[src/isbn13_code_checker_core_macros.svh]
// Assertion macros shared by the ISBN-13 checker modules.
`ifndef ISBN13_CODE_CHECKER_CORE_MACROS_SVH
`define ISBN13_CODE_CHECKER_CORE_MACROS_SVH

// Same-cycle implication, sampled on clk and disabled while arst_n is low.
`define ISBN13_ASSERT_SAME(lbl, ante, cons, msg) \
	lbl: assert property (@(posedge clk) disable iff (!arst_n) (ante) |-> (cons)) \
		else $error(msg);

// Next-cycle implication, sampled on clk and disabled while arst_n is low.
`define ISBN13_ASSERT_NEXT(lbl, ante, cons, msg) \
	lbl: assert property (@(posedge clk) disable iff (!arst_n) (ante) |=> (cons)) \
		else $error(msg);

`endif

[src/isbn13_pkg.sv]
// Package with the types shared by the ISBN-13 checker modules.
`timescale 1ns / 1ps

package isbn13_pkg;

	localparam int unsigned CH_W = 8;

	// One character beat as it moves from the input register to the parser.
	typedef struct packed {
		logic [CH_W-1:0] ch;
		logic            last;
	} item_t;

endpackage

[src/isbn13_code_checker_core.sv]
// ISBN-13 checker top level: input register, parser and result register.
//
// Channel  Direction  tdata bits (low first)     Other
// s_axis   in         ch[7:0]                    tlast = last character of the text
// m_axis   out        valid_res[0], zeros [7:1]  one beat per text
//
// One character beat is taken every cycle unless a final character waits for room in the
// result register; the text's verdict is loaded into that register at the edge that consumes
// its final character from the input register and drives m_axis from there. The parser's running state is registered.
// Reset (arst_n low) clears all control state and starts a new text.
// A waiting result stalls only a further final character; ordinary characters
// keep flowing past a stalled output.
`timescale 1ns / 1ps
`include "isbn13_code_checker_core_macros.svh"

module isbn13_code_checker_core (
	input  logic       clk,
	input  logic       arst_n,
	input  logic       s_axis_tvalid,
	output logic       s_axis_tready,
	input  logic [7:0] s_axis_tdata,  // ch[7:0]
	input  logic       s_axis_tlast,
	output logic       m_axis_tvalid,
	input  logic       m_axis_tready,
	output logic [7:0] m_axis_tdata   // valid_res[0], zero padding [7:1]
);

	// Input register: holds one character beat until the parser consumes it.
	logic              in_valid_s1;
	isbn13_pkg::item_t item_s1;

	// Result register.
	logic              out_valid_q;
	logic              out_res_q;

	logic              fire_s1;
	logic              out_free;
	logic              parse_res;

	// A final character needs room in the result register; others never wait.
	assign out_free      = !out_valid_q || m_axis_tready;
	assign fire_s1       = in_valid_s1 && (!item_s1.last || out_free);
	assign s_axis_tready = !in_valid_s1 || fire_s1;

	always_ff @(posedge clk or negedge arst_n) begin
		if (!arst_n) begin
			in_valid_s1 <= 1'b0;
		end else if (s_axis_tready) begin
			in_valid_s1 <= s_axis_tvalid;
		end
	end

	always_ff @(posedge clk) begin
		if (s_axis_tvalid && s_axis_tready) begin
			item_s1.ch   <= s_axis_tdata;
			item_s1.last <= s_axis_tlast;
		end
	end

	isbn13_parse u_parse (
		.clk    (clk),
		.arst_n (arst_n),
		.step   (fire_s1),
		.item   (item_s1),
		.result (parse_res)
	);

	// The verdict is loaded when the final character is consumed and held until taken.
	always_ff @(posedge clk or negedge arst_n) begin
		if (!arst_n) begin
			out_valid_q <= 1'b0;
		end else if (fire_s1 && item_s1.last) begin
			out_valid_q <= 1'b1;
		end else if (m_axis_tready) begin
			out_valid_q <= 1'b0;
		end
	end

	always_ff @(posedge clk) begin
		if (fire_s1 && item_s1.last) begin
			out_res_q <= parse_res;
		end
	end

	assign m_axis_tvalid = out_valid_q;
	assign m_axis_tdata  = {7'd0, out_res_q};

	`ISBN13_ASSERT_NEXT(a_last_gives_result, fire_s1 && item_s1.last, out_valid_q,
		"final character consumed without a result beat")
	`ISBN13_ASSERT_SAME(a_no_overwrite,
		out_valid_q && !m_axis_tready && in_valid_s1 && item_s1.last, !fire_s1,
		"pending result would be overwritten")
	`ISBN13_ASSERT_SAME(a_result_source, $rose(out_valid_q), $past(fire_s1 && item_s1.last),
		"result beat appeared without a final character")

endmodule

[src/isbn13_parse.sv]
// Character parser: running state of one ISBN-13 text and the final verdict.
`timescale 1ns / 1ps
`include "isbn13_code_checker_core_macros.svh"

module isbn13_parse (
	input  logic               clk,
	input  logic               arst_n,
	input  logic               step,
	input  isbn13_pkg::item_t  item,
	output logic               result
);

	localparam logic [1:0] PART_PREFIX    = 2'd0;
	localparam logic [1:0] PART_GROUP     = 2'd1;
	localparam logic [1:0] PART_PUBLISHER = 2'd2;
	localparam logic [1:0] PART_REST      = 2'd3;

	localparam logic [7:0] CH_HYPHEN = 8'h2D;
	localparam logic [7:0] CH_ZERO   = 8'h30;
	localparam logic [7:0] CH_SEVEN  = 8'h37;
	localparam logic [7:0] CH_EIGHT  = 8'h38;
	localparam logic [7:0] CH_NINE   = 8'h39;

	localparam logic [4:0] POS_MAX = 5'd31;

	function automatic logic [7:0] prefix_char(input logic [2:0] idx);
		logic [7:0] c;
		begin
			case (idx)
				3'd0:    c = 8'h49; // I
				3'd1:    c = 8'h53; // S
				3'd2:    c = 8'h42; // B
				3'd3:    c = 8'h4E; // N
				default: c = 8'h20; // space
			endcase
			return c;
		end
	endfunction

	function automatic logic [3:0] mod10(input logic [5:0] v);
		logic [5:0] r;
		begin
			if (v >= 6'd30) begin
				r = v - 6'd30;
			end else if (v >= 6'd20) begin
				r = v - 6'd20;
			end else if (v >= 6'd10) begin
				r = v - 6'd10;
			end else begin
				r = v;
			end
			return r[3:0];
		end
	endfunction

	function automatic logic group_rule(input logic [2:0] len, input logic [3:0] a,
		input logic [3:0] b, input logic [3:0] c);
		logic r;
		begin
			case (len)
				3'd1:    r = (a <= 4'd5) || (a == 4'd7);
				3'd2:    r = (a >= 4'd8) && (b < 4'd5);
				3'd3:    r = ((a == 4'd6) && (b < 4'd5)) ||
						((a == 4'd9) && (b >= 4'd5) && (b < 4'd9));
				3'd4:    r = (a == 4'd9) && (b == 4'd9) && (c <= 4'd8);
				3'd5:    r = (a == 4'd9) && (b == 4'd9) && (c == 4'd9);
				default: r = 1'b0;
			endcase
			return r;
		end
	endfunction

	function automatic logic publisher_rule(input logic [3:0] len, input logic [3:0] a,
		input logic [3:0] b);
		logic r;
		begin
			case (len)
				4'd1:    r = 1'b1;
				4'd2:    r = a < 4'd2;
				4'd3:    r = (a >= 4'd2) && (a < 4'd7);
				4'd4:    r = (a == 4'd7) || ((a == 4'd8) && (b < 4'd5));
				4'd5:    r = (a == 4'd8) && (b >= 4'd5);
				4'd6:    r = (a == 4'd9) && (b < 4'd5);
				4'd7:    r = (a == 4'd9) && (b >= 4'd5);
				default: r = 1'b0;
			endcase
			return r;
		end
	endfunction

	logic [4:0] pos_q;
	logic       ok_q;
	logic [3:0] sum_q;
	logic       w3_q;
	logic       hy_q;
	logic [1:0] part_q;
	logic [2:0] glen_q;
	logic [3:0] plen_q;
	logic [3:0] grp_q [3];
	logic [3:0] pub_q [2];

	logic [4:0] pos_n;
	logic       ok_n;
	logic [3:0] sum_n;
	logic       w3_n;
	logic       hy_n;
	logic [1:0] part_n;
	logic [2:0] glen_n;
	logic [3:0] plen_n;
	logic       grp_we;
	logic       pub_we;
	logic       valid_n;

	logic       hy;
	logic       dig;
	logic [3:0] d;
	logic [5:0] weighted;
	logic [4:0] check_total;
	logic       in_fields;

	always_comb begin
		hy          = item.ch == CH_HYPHEN;
		dig         = (item.ch >= CH_ZERO) && (item.ch <= CH_NINE);
		d           = dig ? item.ch[3:0] : 4'd0;
		weighted    = w3_q ? ({1'b0, d, 1'b0} + {2'b00, d}) : {2'b00, d};
		check_total = {1'b0, sum_q} + {1'b0, d};
		in_fields   = (pos_q >= 5'd9) && (pos_q <= 5'd21);

		ok_n    = ok_q;
		sum_n   = sum_q;
		w3_n    = w3_q;
		hy_n    = hy_q;
		part_n  = part_q;
		glen_n  = glen_q;
		plen_n  = plen_q;
		grp_we  = 1'b0;
		pub_we  = 1'b0;
		valid_n = 1'b0;

		if (pos_q <= 5'd4) begin
			ok_n = ok_n && (item.ch == prefix_char(pos_q[2:0]));
		end else if (pos_q <= 5'd19) begin
			if (pos_q == 5'd5) begin
				ok_n = ok_n && (item.ch == CH_NINE);
			end else if (pos_q == 5'd6) begin
				ok_n = ok_n && (item.ch == CH_SEVEN);
			end else if (pos_q == 5'd7) begin
				ok_n = ok_n && ((item.ch == CH_EIGHT) || (item.ch == CH_NINE));
			end else if (pos_q == 5'd8) begin
				ok_n = ok_n && hy;
			end
			if (hy) begin
				if (hy_q) begin
					ok_n = 1'b0;
				end
				hy_n = 1'b1;
			end else begin
				if (dig) begin
					sum_n = mod10(weighted + {2'b00, sum_q});
					w3_n  = !w3_q;
				end else begin
					ok_n = 1'b0;
				end
				hy_n = 1'b0;
			end
		end else if (pos_q == 5'd20) begin
			ok_n = ok_n && hy && !hy_q;
			hy_n = hy;
		end else if (pos_q == 5'd21) begin
			// Check digit plus the running sum must be a multiple of ten.
			valid_n = ok_n && dig && (part_q == PART_REST) &&
				((check_total == 5'd0) || (check_total == 5'd10));
		end else begin
			ok_n = 1'b0;
		end

		if (in_fields) begin
			if (part_q == PART_GROUP) begin
				if (hy) begin
					ok_n   = ok_n && group_rule(glen_q, grp_q[0], grp_q[1], grp_q[2]);
					part_n = PART_PUBLISHER;
				end else begin
					grp_we = glen_q < 3'd3;
					if (glen_q != 3'd7) begin
						glen_n = glen_q + 3'd1;
					end
				end
			end else if (part_q == PART_PUBLISHER) begin
				if (hy) begin
					ok_n   = ok_n && publisher_rule(plen_q, pub_q[0], pub_q[1]);
					part_n = PART_REST;
				end else begin
					pub_we = plen_q < 4'd2;
					if (plen_q != 4'd15) begin
						plen_n = plen_q + 4'd1;
					end
				end
			end
		end
		if (pos_q == 5'd8) begin
			part_n = PART_GROUP;
		end

		pos_n = (pos_q == POS_MAX) ? pos_q : pos_q + 5'd1;
	end

	assign result = valid_n;

	always_ff @(posedge clk or negedge arst_n) begin
		if (!arst_n) begin
			pos_q  <= '0;
			ok_q   <= 1'b1;
			sum_q  <= '0;
			w3_q   <= 1'b0;
			hy_q   <= 1'b0;
			part_q <= PART_PREFIX;
			glen_q <= '0;
			plen_q <= '0;
		end else if (step) begin
			if (item.last) begin
				pos_q  <= '0;
				ok_q   <= 1'b1;
				sum_q  <= '0;
				w3_q   <= 1'b0;
				hy_q   <= 1'b0;
				part_q <= PART_PREFIX;
				glen_q <= '0;
				plen_q <= '0;
			end else begin
				pos_q  <= pos_n;
				ok_q   <= ok_n;
				sum_q  <= sum_n;
				w3_q   <= w3_n;
				hy_q   <= hy_n;
				part_q <= part_n;
				glen_q <= glen_n;
				plen_q <= plen_n;
			end
		end
	end

	// Digit stores: only entries already written are ever read by the rules.
	always_ff @(posedge clk) begin
		if (step && grp_we) begin
			grp_q[glen_q[1:0]] <= d;
		end
		if (step && pub_we) begin
			pub_q[plen_q[0]] <= d;
		end
	end

	`ISBN13_ASSERT_NEXT(a_last_restarts, step && item.last,
		(pos_q == 5'd0) && ok_q && (part_q == PART_PREFIX),
		"parser state not restarted after the final character")
	`ISBN13_ASSERT_SAME(a_part_after_prefix, part_q != PART_PREFIX, pos_q >= 5'd9,
		"field tracking started before the prefix was complete")
	`ISBN13_ASSERT_SAME(a_group_len_in_field, glen_q != 3'd0, part_q != PART_PREFIX,
		"group digits counted outside the fields")

endmodule

[config.mk]
export PLATFORM = sky130hd
export DESIGN_NAME = isbn13_code_checker_core
export DESIGN_NICKNAME = d
export VERILOG_FILES = /design/src/isbn13_pkg.sv /design/src/isbn13_code_checker_core.sv /design/src/isbn13_parse.sv
export VERILOG_INCLUDE_DIRS = /design/src /design/src/src
export SDC_FILE = /design/constraint.sdc
export NUM_CORES = 1
export LEC_CHECK = 0
export BUFFER_PORTS_ARGS = -buffer_cell sky130_fd_sc_hd__buf_2
export CORE_AREA = 2 2 90 92
export CTS_BUF_LIST = sky130_fd_sc_hd__clkbuf_8 sky130_fd_sc_hd__clkbuf_16
export CTS_CLUSTER_DIAMETER = 200
export DETAILED_ROUTE_END_ITERATION = 8
export DIE_AREA = 0 0 92 94
export PLACE_DENSITY = 0.67
export SLEW_MARGIN = 20
export SYNTH_ARGS = -nofsm -noshare
export SYNTH_HDL_FRONTEND = slang
export SYNTH_SLANG_ARGS = --single-unit
[constraint.sdc]
create_clock -name clk -period 5.23 [get_ports clk]
set_clock_uncertainty 0.05 [all_clocks]
set_input_delay 0.523 -clock clk [delete_from_list [all_inputs] [get_ports clk]]
set_output_delay 0.523 -clock clk [all_outputs]
set_load 0.03 [all_outputs]
==> Word-level counts from Yosys, hierarchy flattened <==
Memories as Yosys holds them, arrays and structs flattened.
Cells that the tools add are included.
{ "op_classes": {"add_sub_neg": 9, "multipliers": 0, "n_div": 0, "order_cmp": 22, "eq_ne": 45, "n_shift": 0, "muxes": 81, "n_bitwise": 1, "reduce_logical": 64} }
{ "ops": {"columns": ["operator", "n"], "rows": [
  ["4-bit 2-to-1 mux", 15],
  ["1-bit 2-to-1 mux", 47],
  ["8-bit by 6-bit == test with 1-bit output (second input constant)", 4],
  ["1-bit logical AND", 30],
  ["4-bit by 3-bit == test with 1-bit output (second input constant)", 7],
  ["7-bit one-hot mux with 4 select lines", 1],
  ["4-bit == test (second input constant)", 5],
  ["2-bit nonzero test", 8],
  ["5-bit by 3-bit == test with 1-bit output (second input constant)", 3],
  ["5-bit == test (second input constant)", 3],
  ["3-bit 2-to-1 mux", 5],
  ["2-bit 2-to-1 mux", 7],
  ["3-bit by 2-bit == test with 1-bit output (second input constant)", 4],
  ["6-bit by 5-bit greater-or-equal comparator with 1-bit output (second input constant)", 2],
  ["4-bit by 3-bit < comparator with 1-bit output (second input constant)", 3],
  ["5-bit by 4-bit == test with 1-bit output (second input constant)", 2],
  ["5-bit <= comparator (second input constant)", 2],
  ["5-bit 2-to-1 mux", 2],
  ["5-bit AND reduction", 2],
  ["3-bit nonzero test", 3],
  ["4-bit by 2-bit == test with 1-bit output (second input constant)", 2],
  ["8-bit == test", 1],
  ["4-bit by 3-bit greater-or-equal comparator with 1-bit output (second input constant)", 2],
  ["8-bit by 6-bit greater-or-equal comparator with 1-bit output (second input constant)", 1],
  ["42 further kinds", 61]
]} }
{ "word_totals": {"reg_bits": 33, "latchBits": 0, "mem_bits_rw": 20, "rom_bits": 0, "in_bits": 13, "out_inout_bits": 10, "wordCells": 237, "n_memories": 2} }
{ "memory_table": {"columns": ["name", "depth", "width", "rd", "rd_clocked_by_memory_dff", "write_ports", "line_no", "source"], "rows": [
  ["u_parse.grp_q", 3, 4, 3, 0, 1, "isbn13_parse.sv:99", "logic [3:0] grp_q [3];"],
  ["u_parse.pub_q", 2, 4, 2, 0, 1, "isbn13_parse.sv:100", "logic [3:0] pub_q [2];"]
]} }

==> Longest topological paths before layout <==
Gate-level depths: netlist (run 1).
{ "depth": {"depth_word": 16, "mapped_depth": 18, "mapped_depth_nobuf": 18} }

==> By module <==
Synthesis (run 1) repeated with hierarchy kept, for this count alone.
{ "unflattened": {"cells_unflattened": 386, "area_unflattened_um2": 3831.2} }
{ "by_module_without_submodules": {"columns": ["module", "instances", "cells_each", "area_each_um2", "seq_area_each_um2"], "rows": [
  ["isbn13_parse", 1, 357, 3360.7, 1127.3],
  ["isbn13_code_checker_core", 1, 29, 470.5, 350.3]
]} }

==> Worst setup path before layout (run 1) <==
No wires, ideal clock.
{ "synth_path": {"path_type": "register to register", "startpoint": "register item_s1[7] (netlist name)", "endpoint": "register u_parse.sum_q[3]", "setup_ns": 0.125, "t_arrival_ns": 4.025, "required_time_ns": 5.055, "setup_slack_ns": 1.031, "path_stages_with_launch": 19, "path_buffers": 0, "period_less_slack_ns": 4.199, "path_cell_list": "edfxtp_1 -> and4bb_4 -> and2_1 -> nand2_1 -> inv_1 -> ha_1 -> fa_1 -> nand2_1 -> o21ai_0 -> ha_1 -> xor2_1 -> inv_1 -> ha_1 -> a21oi_1 -> nand4_1 -> nand3b_1 -> mux2_1 -> o2111ai_1 -> nand2_1"} }
{ "synth_between": {"elab_chain_cells": 15, "elab_cells_between_ends": 25, "cone_classes": "add/sub: 5; order compare: 5; eq/ne: 2; mux: 10; reduce/logical: 3"} }
{ "synth_rtl": {"columns": ["item", "line_no", "source"], "rows": [
  ["start: declaration", "isbn13_code_checker_core.sv:30", "isbn13_pkg::item_t item_s1;"],
  ["8-bit by 6-bit greater-or-equal comparator with 1-bit output / 8-bit by 6-bit <= comparator with 1-bit output (equally long branches)", "isbn13_parse.sv:123", "dig = (item.ch >= CH_ZERO) && (item.ch <= CH_NINE);"],
  ["1-bit logical AND (*)", "isbn13_parse.sv:123", null],
  ["4-bit 2-to-1 mux (*)", "isbn13_parse.sv:124", "d = dig ? item.ch[3:0] : 4'd0;"],
  ["via u_parse.d[1]", "isbn13_parse.sv:116", "logic [3:0] d;"],
  ["5-bit by 4-bit adder with 6-bit output", "isbn13_parse.sv:125", "weighted = w3_q ? ({1'b0, d, 1'b0} + {2'b00, d}) : {2'b00, d};"],
  ["6-bit 2-to-1 mux (*)", "isbn13_parse.sv:125", null],
  ["6-bit by 4-bit adder with 6-bit output (*)", "isbn13_parse.sv:159", "sum_n = mod10(weighted + {2'b00, sum_q});"],
  ["6-bit by 4-bit greater-or-equal comparator with 1-bit output / 4-bit subtractor (equally long branches)", "isbn13_parse.sv:47, isbn13_parse.sv:48", null],
  ["4-bit 2-to-1 mux", "isbn13_parse.sv:47", "end else if (v >= 6'd10) begin"],
  ["4-bit 2-to-1 mux", "isbn13_parse.sv:45", "end else if (v >= 6'd20) begin"],
  ["4-bit 2-to-1 mux (*)", "isbn13_parse.sv:43", "if (v >= 6'd30) begin"],
  ["4-bit 2-to-1 mux (*)", "isbn13_parse.sv:158", "if (dig) begin"],
  ["4-bit 2-to-1 mux (*)", "isbn13_parse.sv:152", "if (hy) begin"],
  ["4-bit 2-to-1 mux (*)", "isbn13_parse.sv:142", "end else if (pos_q <= 5'd19) begin"],
  ["4-bit 2-to-1 mux (*)", "isbn13_parse.sv:140", "if (pos_q <= 5'd4) begin"],
  ["4-bit 2-to-1 mux (*)", "isbn13_parse.sv:220", "if (item.last) begin"],
  ["end signal: assignment", "isbn13_parse.sv:232", "sum_q <= sum_n;"],
  ["end: declaration", "isbn13_parse.sv:93", "logic [3:0] sum_q;"]
]} }
The timed path passes the listed nets; every way through them passes the cells marked *. The select of a mux whose other input is x is not followed.
A chain may end at the register's enable or synchronous reset.

==> Worst setup path in the final report (run 1) <==
Ends and elaborated chain as after synthesis.

==> results by group, run 1 <==
Yosys
  – Yosys cell types: 70
  – Xor and xnor area share after synthesis: 3.95%
  – Syn Area/Cell: 9.75 µm²
  – FF+latch count, synth: 53
  – Synth Warn #: 0
  – Compound-cell area share of the yosys netlist: 17.0%
  – Seq/Total Area, Yosys: around 39%
  – Ys async rst share: 43.4%
  – Post-synth top cells: ha_1, edfxtp_1, inv_1, nor2_1, nand2_1
  – Cells after Synth: between 300 and 400
  – Adder-cell area share of the yosys netlist: 13.6%
  – Area share of the largest cell type after synthesis: about a quarter
  – Yosys top cell by area: edfxtp_1
  – Post-synthesis mux area share: 1.69%
  – Count leader, synth: ha_1
  – Post-synth EDFFs: 30
  – Top post-synthesis cells by area: edfxtp_1, dfrtp_1, ha_1
  – Simple-Gate Fraction of Synth Area: 18.3%
  – Post-Syn Area: around 3800 µm²
  – Main synth FF type: edfxtp_1
  – Combinational family with the most area after synthesis: simple AND/OR/NAND/NOR gates

Timing
  – Setup-failing EPs final: 0
  – Slew margin rel.: 55.0%
  – Slew Limit Fails: 0
  – TNS Setup: 0 ps
  – RSZ-0062 raised after global routing: false
  – Worst hold margin: 144 ps
  – Period utilization: 90.1%
  – Max Clk Rate: between 200 and 250 MHz
  – Fin crit period: 4710 ps
  – Final hold vios: 0
  – Worst-margin pin slew: 675 ps

Clocking
  – Hold-fix buffers, CTS: 0
  – CTS tree: done
  – Root Buffer: clkbuf_8
  – Total CTS buffers: 5
  – Cts repair resizes: 0
  – Post-CTS setup buffer count: 0
  – Worst-path clk slew: 110 ps
  – H-tree depth: 2
  – Worst skew pair latency: 310 ps
  – Maximum buffer depth of the clock tree: 2
  – Clock sinks: 53

Critical path
  – Crit path arrival time: between 4000 and 5000 ps
  – Worst Setup SP: item_s1[7]$_DFFE_PP_
  – Crit end category: register
  – CP Launch Type: register
  – Worst setup path endpoint: u_parse.sum_q[3]$_DFFE_PN0P_
  – WS Path Type: reg2reg
  – Reg2Reg Depth: 18
  – Reg-to-Reg End: u_parse.sum_q[3]$_DFFE_PN0P_
  – Worst path required time: 5380 ps
  – Worst flop-to-flop path startpoint: item_s1[7]$_DFFE_PP_
  – Worst R2R Setup Slack: 520 ps
  – Max FO, Critical Path: 9

Die
  – Die Footprint: 8650 µm²
  – Die W: 92 µm
  – Die Ht: around 94 µm
  – Initial Utilization: 49.5%
  – CORE AREA: 7610 µm²
  – Site Rows: 32
  – Ports: 23

Detailed routing
  – Initial drt markers: 166
  – ANT nets after route: 0
  – Detailed Routing Iterations Pass 1: 4
  – Drt via density: 5.64
  – Vias post-DR: ~2,800
  – # DRC: 0
  – Total wire length: 7.35 mm
  – Avg WL per Cell: 14.8 µm

Status
  – Outcome: finished, final reports clean

GRT
  – GRT Total Usage: 18.4%
  – First-pass GRT wire length: 12.9 mm
  – Grt total ovfl: 0
  – Vias in the first global route: around 2,800
  – Initial antenna violation count: 0
  – Pin count of the biggest net entering global routing: 24

Pwr
  – Combinational Power Share: a little under a quarter
  – Maximum VDD drop: 0.000186 V
  – Leakage: about 0.0016 µW
  – NetSw: approximately 320 µW
  – Int Pwr: between 600 and 700 µW
  – Clock Power Share: 24.5%
  – Sw Share: 32.6%
  – Pwr Density: 245 nW/µm²
  – Seq pwr share: 52.9%

Finish
  – Fillers: 719
  – Area grow syn2layout: 5.48%
  – N_diodes: 0
  – Layout cells sized above 1: under 10%
  – Final #Nets: 447

Hold path
  – HP Class: in2async

Place
  – Post-DP HPWL: 5.57 mm
  – GP Congestion: 0.872
  – Number of port buffers: 15

Flow run
  – Max-cap violations: 0
[final cells by class]
type	count	area [µm²]	share of cell area, %
clock buffer	5	68.8	1.73
timing repair buffer	15	75.1	1.89
tap	102	128	3.21
clock inverter	3	25.0	0.630
sequential	53	1480	37.2
inverter	31	116	2.93
multi-input combinational	289	2080	52.4
[cells by family (layout without fill, tap and decap cells)]
logic type,Yosys count,count (layout)
AO/OA/AOI/OAI,96,96
XOR/XNOR,14,14
adder cells (fa/ha/maj),39,39
buffers and inverters,50,54
flip-flops,53,53
multiplexers,6,6
other,1,7
AND/OR/NAND/NOR,127,127
[layer usage]
layer  share of wire [%]  GRT usage, %
met5                   0             0
met4                 1.1          3.48
met3                 3.2          2.65
met2                  48          31.3
met1                  48          25.3
[cell usage in the layout (no fill, tap or decap), types with 9 or more instances in the layout]
| cell type | netlist | layout |
|---|---|---|
| a21oi_1 | 19 | 19 |
| buf_2 | 0 | 15 |
| dfrtp_1 | 22 | 22 |
| edfxtp_1 | 30 | 30 |
| ha_1 | 36 | 36 |
| inv_1 | 30 | 30 |
| nand2_1 | 27 | 27 |
| nand3_1 | 9 | 9 |
| nor2_1 | 28 | 28 |
| nor3_1 | 10 | 10 |
| o21ai_0 | 18 | 18 |
| o22ai_1 | 9 | 9 |
[how the worst min path moves through the flow]
stage	start	to	slack, ps
CTS	arst_n	in_valid_s1$_DFFE_PN0N_	160
floorplan	arst_n	in_valid_s1$_DFFE_PN0N_	180
detailed placement	u_parse.sum_q[0]$_DFFE_PN0P_	u_parse.sum_q[0]$_DFFE_PN0P_	430
global placement	u_parse.sum_q[0]$_DFFE_PN0P_	u_parse.sum_q[0]$_DFFE_PN0P_	420
global route	arst_n	in_valid_s1$_DFFE_PN0N_	180
finish	arst_n	m_axis_tvalid$_DFFE_PN0P_	140
[flip-flops by register name, indices dropped and copies added, names as in the netlist, 2 cells and up]
register and flops:
u_parse.plen_q 4, item_s1 9, u_parse.part_q 2, u_parse.pos_q 5, u_parse.sum_q 4, u_parse.glen_q 3
u_parse.grp_q 12, u_parse.pub_q 8
[critical path: stages, from the launching register on]
cell and delay, ps:
edfxtp_1 430, and4bb_4 380, and2_1 170, nand2_1 120
inv_1 270, ha_1 240, fa_1 420, nand2_1 60
o21ai_0 80, ha_1 350, xor2_1 500, inv_1 170
ha_1 250, a21oi_1 160, nand4_1 220, nand3b_1 170
mux2_1 330, o2111ai_1 170, nand2_1 70
[power by group through the flow]
stage          registers, µW  logic, µW  clock network [µW]
2_1_floorplan            505        184                   0
3_3_place_gp             522        216                   0
3_5_place_dp             523        219                   0
4_1_cts                  514        220                 246
5_1_grt                  521        252                 263
6_report                 514        220                 238
[stage by stage]
stage          std cells  setup WS (ps)  utilization [%]  instance area (µm²)  power, µW
6_report             498            516             52.2                 3970        972
5_1_grt              498           88.7             52.2                 3970       1040
4_1_cts              498            542             52.2                 3970        981
3_5_place_dp         490            561             51.0                 3880        742
3_3_place_gp         490            641             51.0                 3880        738
2_1_floorplan        392           1030                -                 3790        689
Power figures use the tool's default switching activity.
==> run 2, diff against run 1 <==
--- a/config.mk
+++ b/config.mk
@@ -7,12 +7,13 @@
 export NUM_CORES = 1
 export LEC_CHECK = 0
 export BUFFER_PORTS_ARGS = -buffer_cell sky130_fd_sc_hd__buf_2
-export CORE_AREA = 2 2 90 92
+export CORE_AREA = 2 2 81 83
 export CTS_BUF_LIST = sky130_fd_sc_hd__clkbuf_8 sky130_fd_sc_hd__clkbuf_16
 export CTS_CLUSTER_DIAMETER = 200
 export DETAILED_ROUTE_END_ITERATION = 8
-export DIE_AREA = 0 0 92 94
-export PLACE_DENSITY = 0.67
+export DIE_AREA = 0 0 83 85
+export PLACE_DENSITY = 0.8
+export RECOVER_POWER = 25
 export SLEW_MARGIN = 20
 export SYNTH_ARGS = -nofsm -noshare
 export SYNTH_HDL_FRONTEND = slang
==> run 2 against run 1 <==
Effect of this change:
- sequential power barely moved
- total power fell by 0.57%
- die area fell by 18%
- hold slack improved by 200 ps
- core utilization rose by 11 points
- clock power fell by 4%
- final cell count fell by 5.0%
- sequential cell count did not move
- maximum frequency fell by 1.0%
- critical path depth did not move
- sequential share of layout area rose by 0.33 points
- critical endpoint unchanged
- largest cell class unchanged
==> results by group, run 2 (synthesis gave the netlist of run 1 again) <==
Status
  – Outcome: finished, final reports clean

GRT
  – Grt total ovfl: 0 (unchanged)
  – Met1 GRT Util: 29.3% (+3.9 points)
  – Vias in the first global route: 2,795 (+1.1%)
  – GRT Total Usage: 21.6% (+3.2 points)
  – Most used routing layer: met2
  – Initial antenna violation count: 0 (unchanged)
  – GR Util met3: 3.50% (+0.85 points)
  – Met2 Usage GRT: 35.8% (+4.5 points)
  – First-pass GRT wire length: 12.6 mm (-2.6%)
  – Pin count of the biggest net entering global routing: 24 (unchanged)

Critical path
  – Max FO, Critical Path: 9 (unchanged)
  – Worst path max stage delay: 500 ps (about the same)
  – Crit path arrival time: 4910 ps (+40 ps)
  – Worst flop-to-flop path startpoint: item_s1[7]$_DFFE_PP_
  – WS Path Type: reg2reg
  – Crit end category: register
  – CP bufs+invs: 2 (unchanged)
  – Reg2Reg Depth: 18 (unchanged)
  – CP Launch Type: register
  – Worst R2R Setup Slack: 470 ps (-50 ps)
  – Worst path required time: 5380 ps (about the same)
  – Crit-path cells: and4bb_4 -> and2_1 -> nand2_1 -> inv_1 -> ha_1 -> fa_1 -> nand2_1 -> o21ai_0 -> ha_1 -> xor2_1 -> inv_1 -> ha_1 -> a21oi_1 -> o211ai_1 -> nand3b_1 -> mux2_1 -> o2111ai_1 -> nand2_1
  – Reg-to-Reg End: u_parse.sum_q[3]$_DFFE_PN0P_
  – Slowest library cell on the worst path: xor2_1
  – Delay-heaviest family, CP: adder cells
  – Worst Setup SP: item_s1[7]$_DFFE_PP_

Finish
  – Final core utilization: 63.4% (+11 points)
  – Final #Nets: 447 (unchanged)
  – Layout cells sized above 1: 9.09% (-0.25 points)
  – Most common cell after layout, fill and taps aside: ha_1
  – Area grow syn2layout: 4.55%
  – Max reg flops: 12 (unchanged)
  – Finished Cell Area: 3940 µm² (-0.88%)
  – Most frequent cells in the layout: ha_1, inv_1, edfxtp_1
  – N_diodes: 0 (unchanged)

Place
  – Dpl ws: 509 ps (-52.2 ps)
  – Number of port buffers: 15 (unchanged)
  – GP Congestion: 0.887 (+1.7%)
  – Post-DP HPWL: 5.57 mm (-0.12%)
  – Placed cell area: 3850 µm² (-0.81%)

Die
  – Ports: 23 (unchanged)
  – Die W: 83 µm (-9.8%)
  – Initial Utilization: 60.7% (+11 points)
  – Die Footprint: 7060 µm² (-18%)
  – Die Ht: 85 µm (-9.6%)
  – CORE AREA: 6200 µm² (-18%)
  – Site Rows: 29 (-9.4%)

Clocking
  – Worst skew pair latency: 300 ps (about the same)
  – Cts repair resizes: 0 (unchanged)
  – Post-CTS setup buffer count: 0 (unchanged)
  – Clock sinks: 53 (unchanged)
  – Root Buffer: clkbuf_8
  – Maximum buffer depth of the clock tree: 2 (unchanged)
  – H-tree depth: 2 (unchanged)
  – Hold-fix buffers, CTS: 0 (unchanged)
  – Worst-path clk slew: 100 ps (about the same)
  – CTS tree: done
  – Total CTS buffers: 5 (unchanged)

Hold path
  – HP Class: in2reg
  – Hold Path Stages: 1
  – Hold path endpoint: item_s1[1]$_DFFE_PP_
  – Hold_sp: s_axis_tdata[0]

Timing
  – Worst-margin pin slew: 1310 ps (+636 ps)
  – TNS Setup: 0 ps (unchanged)
  – Max Clk Rate: 210 MHz (-1.0%)
  – Slew margin rel.: 12.6% (-42 points)
  – Fin worst setup slack: 466 ps (-50.0 ps)
  – Final hold vios: 0 (unchanged)
  – Slew Limit Fails: 0 (unchanged)
  – RSZ-0062 raised after global routing: false
  – Setup-failing EPs final: 0 (unchanged)
  – Period utilization: 91.1% (+0.96 points)
  – Fin crit period: 4760 ps (+50.0 ps)

Pwr
  – Maximum VDD drop: 0.000224 V (+20%)
  – Leakage: 0.00162 µW (-0.71%)
  – Overall power: 966 µW (-0.57%)
  – Pwr Density: 245 nW/µm² (+0.31%)

Detailed routing
  – Avg WL per Cell: 15.7 µm (+6.4%)
  – Total wire length: 7.43 mm (+1.1%)
  – Drt via density: 6.19 (+9.8%)
  – ANT nets after route: 0 (unchanged)
  – Initial drt markers: 152 (-8.4%)
  – Vias post-DR: 2,928 (+4.3%)
  – # DRC: 0 (unchanged)
  – Detailed Routing Iterations Pass 1: 5 (+1)

Flow run
  – Max-cap violations: 0 (unchanged)
-- run 2: changes by cell type in the layout (fill, tap and decap cells not counted) --
cell        previous run  this run
clkbuf_1               0         1
clkinvlp_4             1         3
buf_2                 15        14
inv_6                  2         0
-- run 2: final cells by class --
| type | instances | area, µm² |
|---|---|---|
| Fill cell | 508 | 2270 |
| Multi-Input combinational cell | 289 | 2080 |
| Sequential cell | 53 | 1480 |
| Inverter | 31 | 116 |
| Tap cell | 77 | 96.3 |
| Timing Repair Buffer | 15 | 73.8 |
| Clock buffer | 5 | 68.8 |
| Clock inverter | 3 | 22.5 |
-- run 2: metrics by stage --
step	hold WS (ps)	cells
6_report	346	473
5_1_grt	329	473
4_1_cts	165	473
3_5_place_dp	446	465
3_3_place_gp	423	465
2_1_floorplan	177	392
-- run 2: worst max-delay path by stage --
stage                                        end  slack [ps]  cells past startpoint
floorplan           u_parse.sum_q[3]$_DFFE_PN0P_        1030                     18
global placement    u_parse.sum_q[3]$_DFFE_PN0P_         690                     18
detailed placement  u_parse.sum_q[3]$_DFFE_PN0P_         510                     18
CTS                 u_parse.sum_q[3]$_DFFE_PN0P_         480                     18
global route        u_parse.sum_q[2]$_DFFE_PN0P_         150                     18
finish              u_parse.sum_q[3]$_DFFE_PN0P_         470                     18
-- run 2: power by group --
| part | switching, µW | internal (µW) |
|---|---|---|
| clock network | 135 | 94.1 |
| registers | 45.3 | 470 |
| logic | 134 | 87.5 |
-- run 2: routing by layer --
| layer | routed length, µm | share of wire (%) |
|---|---|---|
| met3 | 376 | 5.1 |
| met4 | 188 | 2.5 |
| met1 | 3350 | 45 |
| met5 | 0 | 0 |
| met2 | 3510 | 47 |
-- run 2: worst register-to-register path, cell delays in order (launching register included) --
cell and delay, ps:
edfxtp_1 430, and4bb_4 380, and2_1 180, nand2_1 120
inv_1 290, ha_1 250, fa_1 430, nand2_1 60
o21ai_0 80, ha_1 350, xor2_1 500, inv_1 180
ha_1 260, a21oi_1 170, o211ai_1 220, nand3b_1 160
mux2_1 330, o2111ai_1 170, nand2_1 60
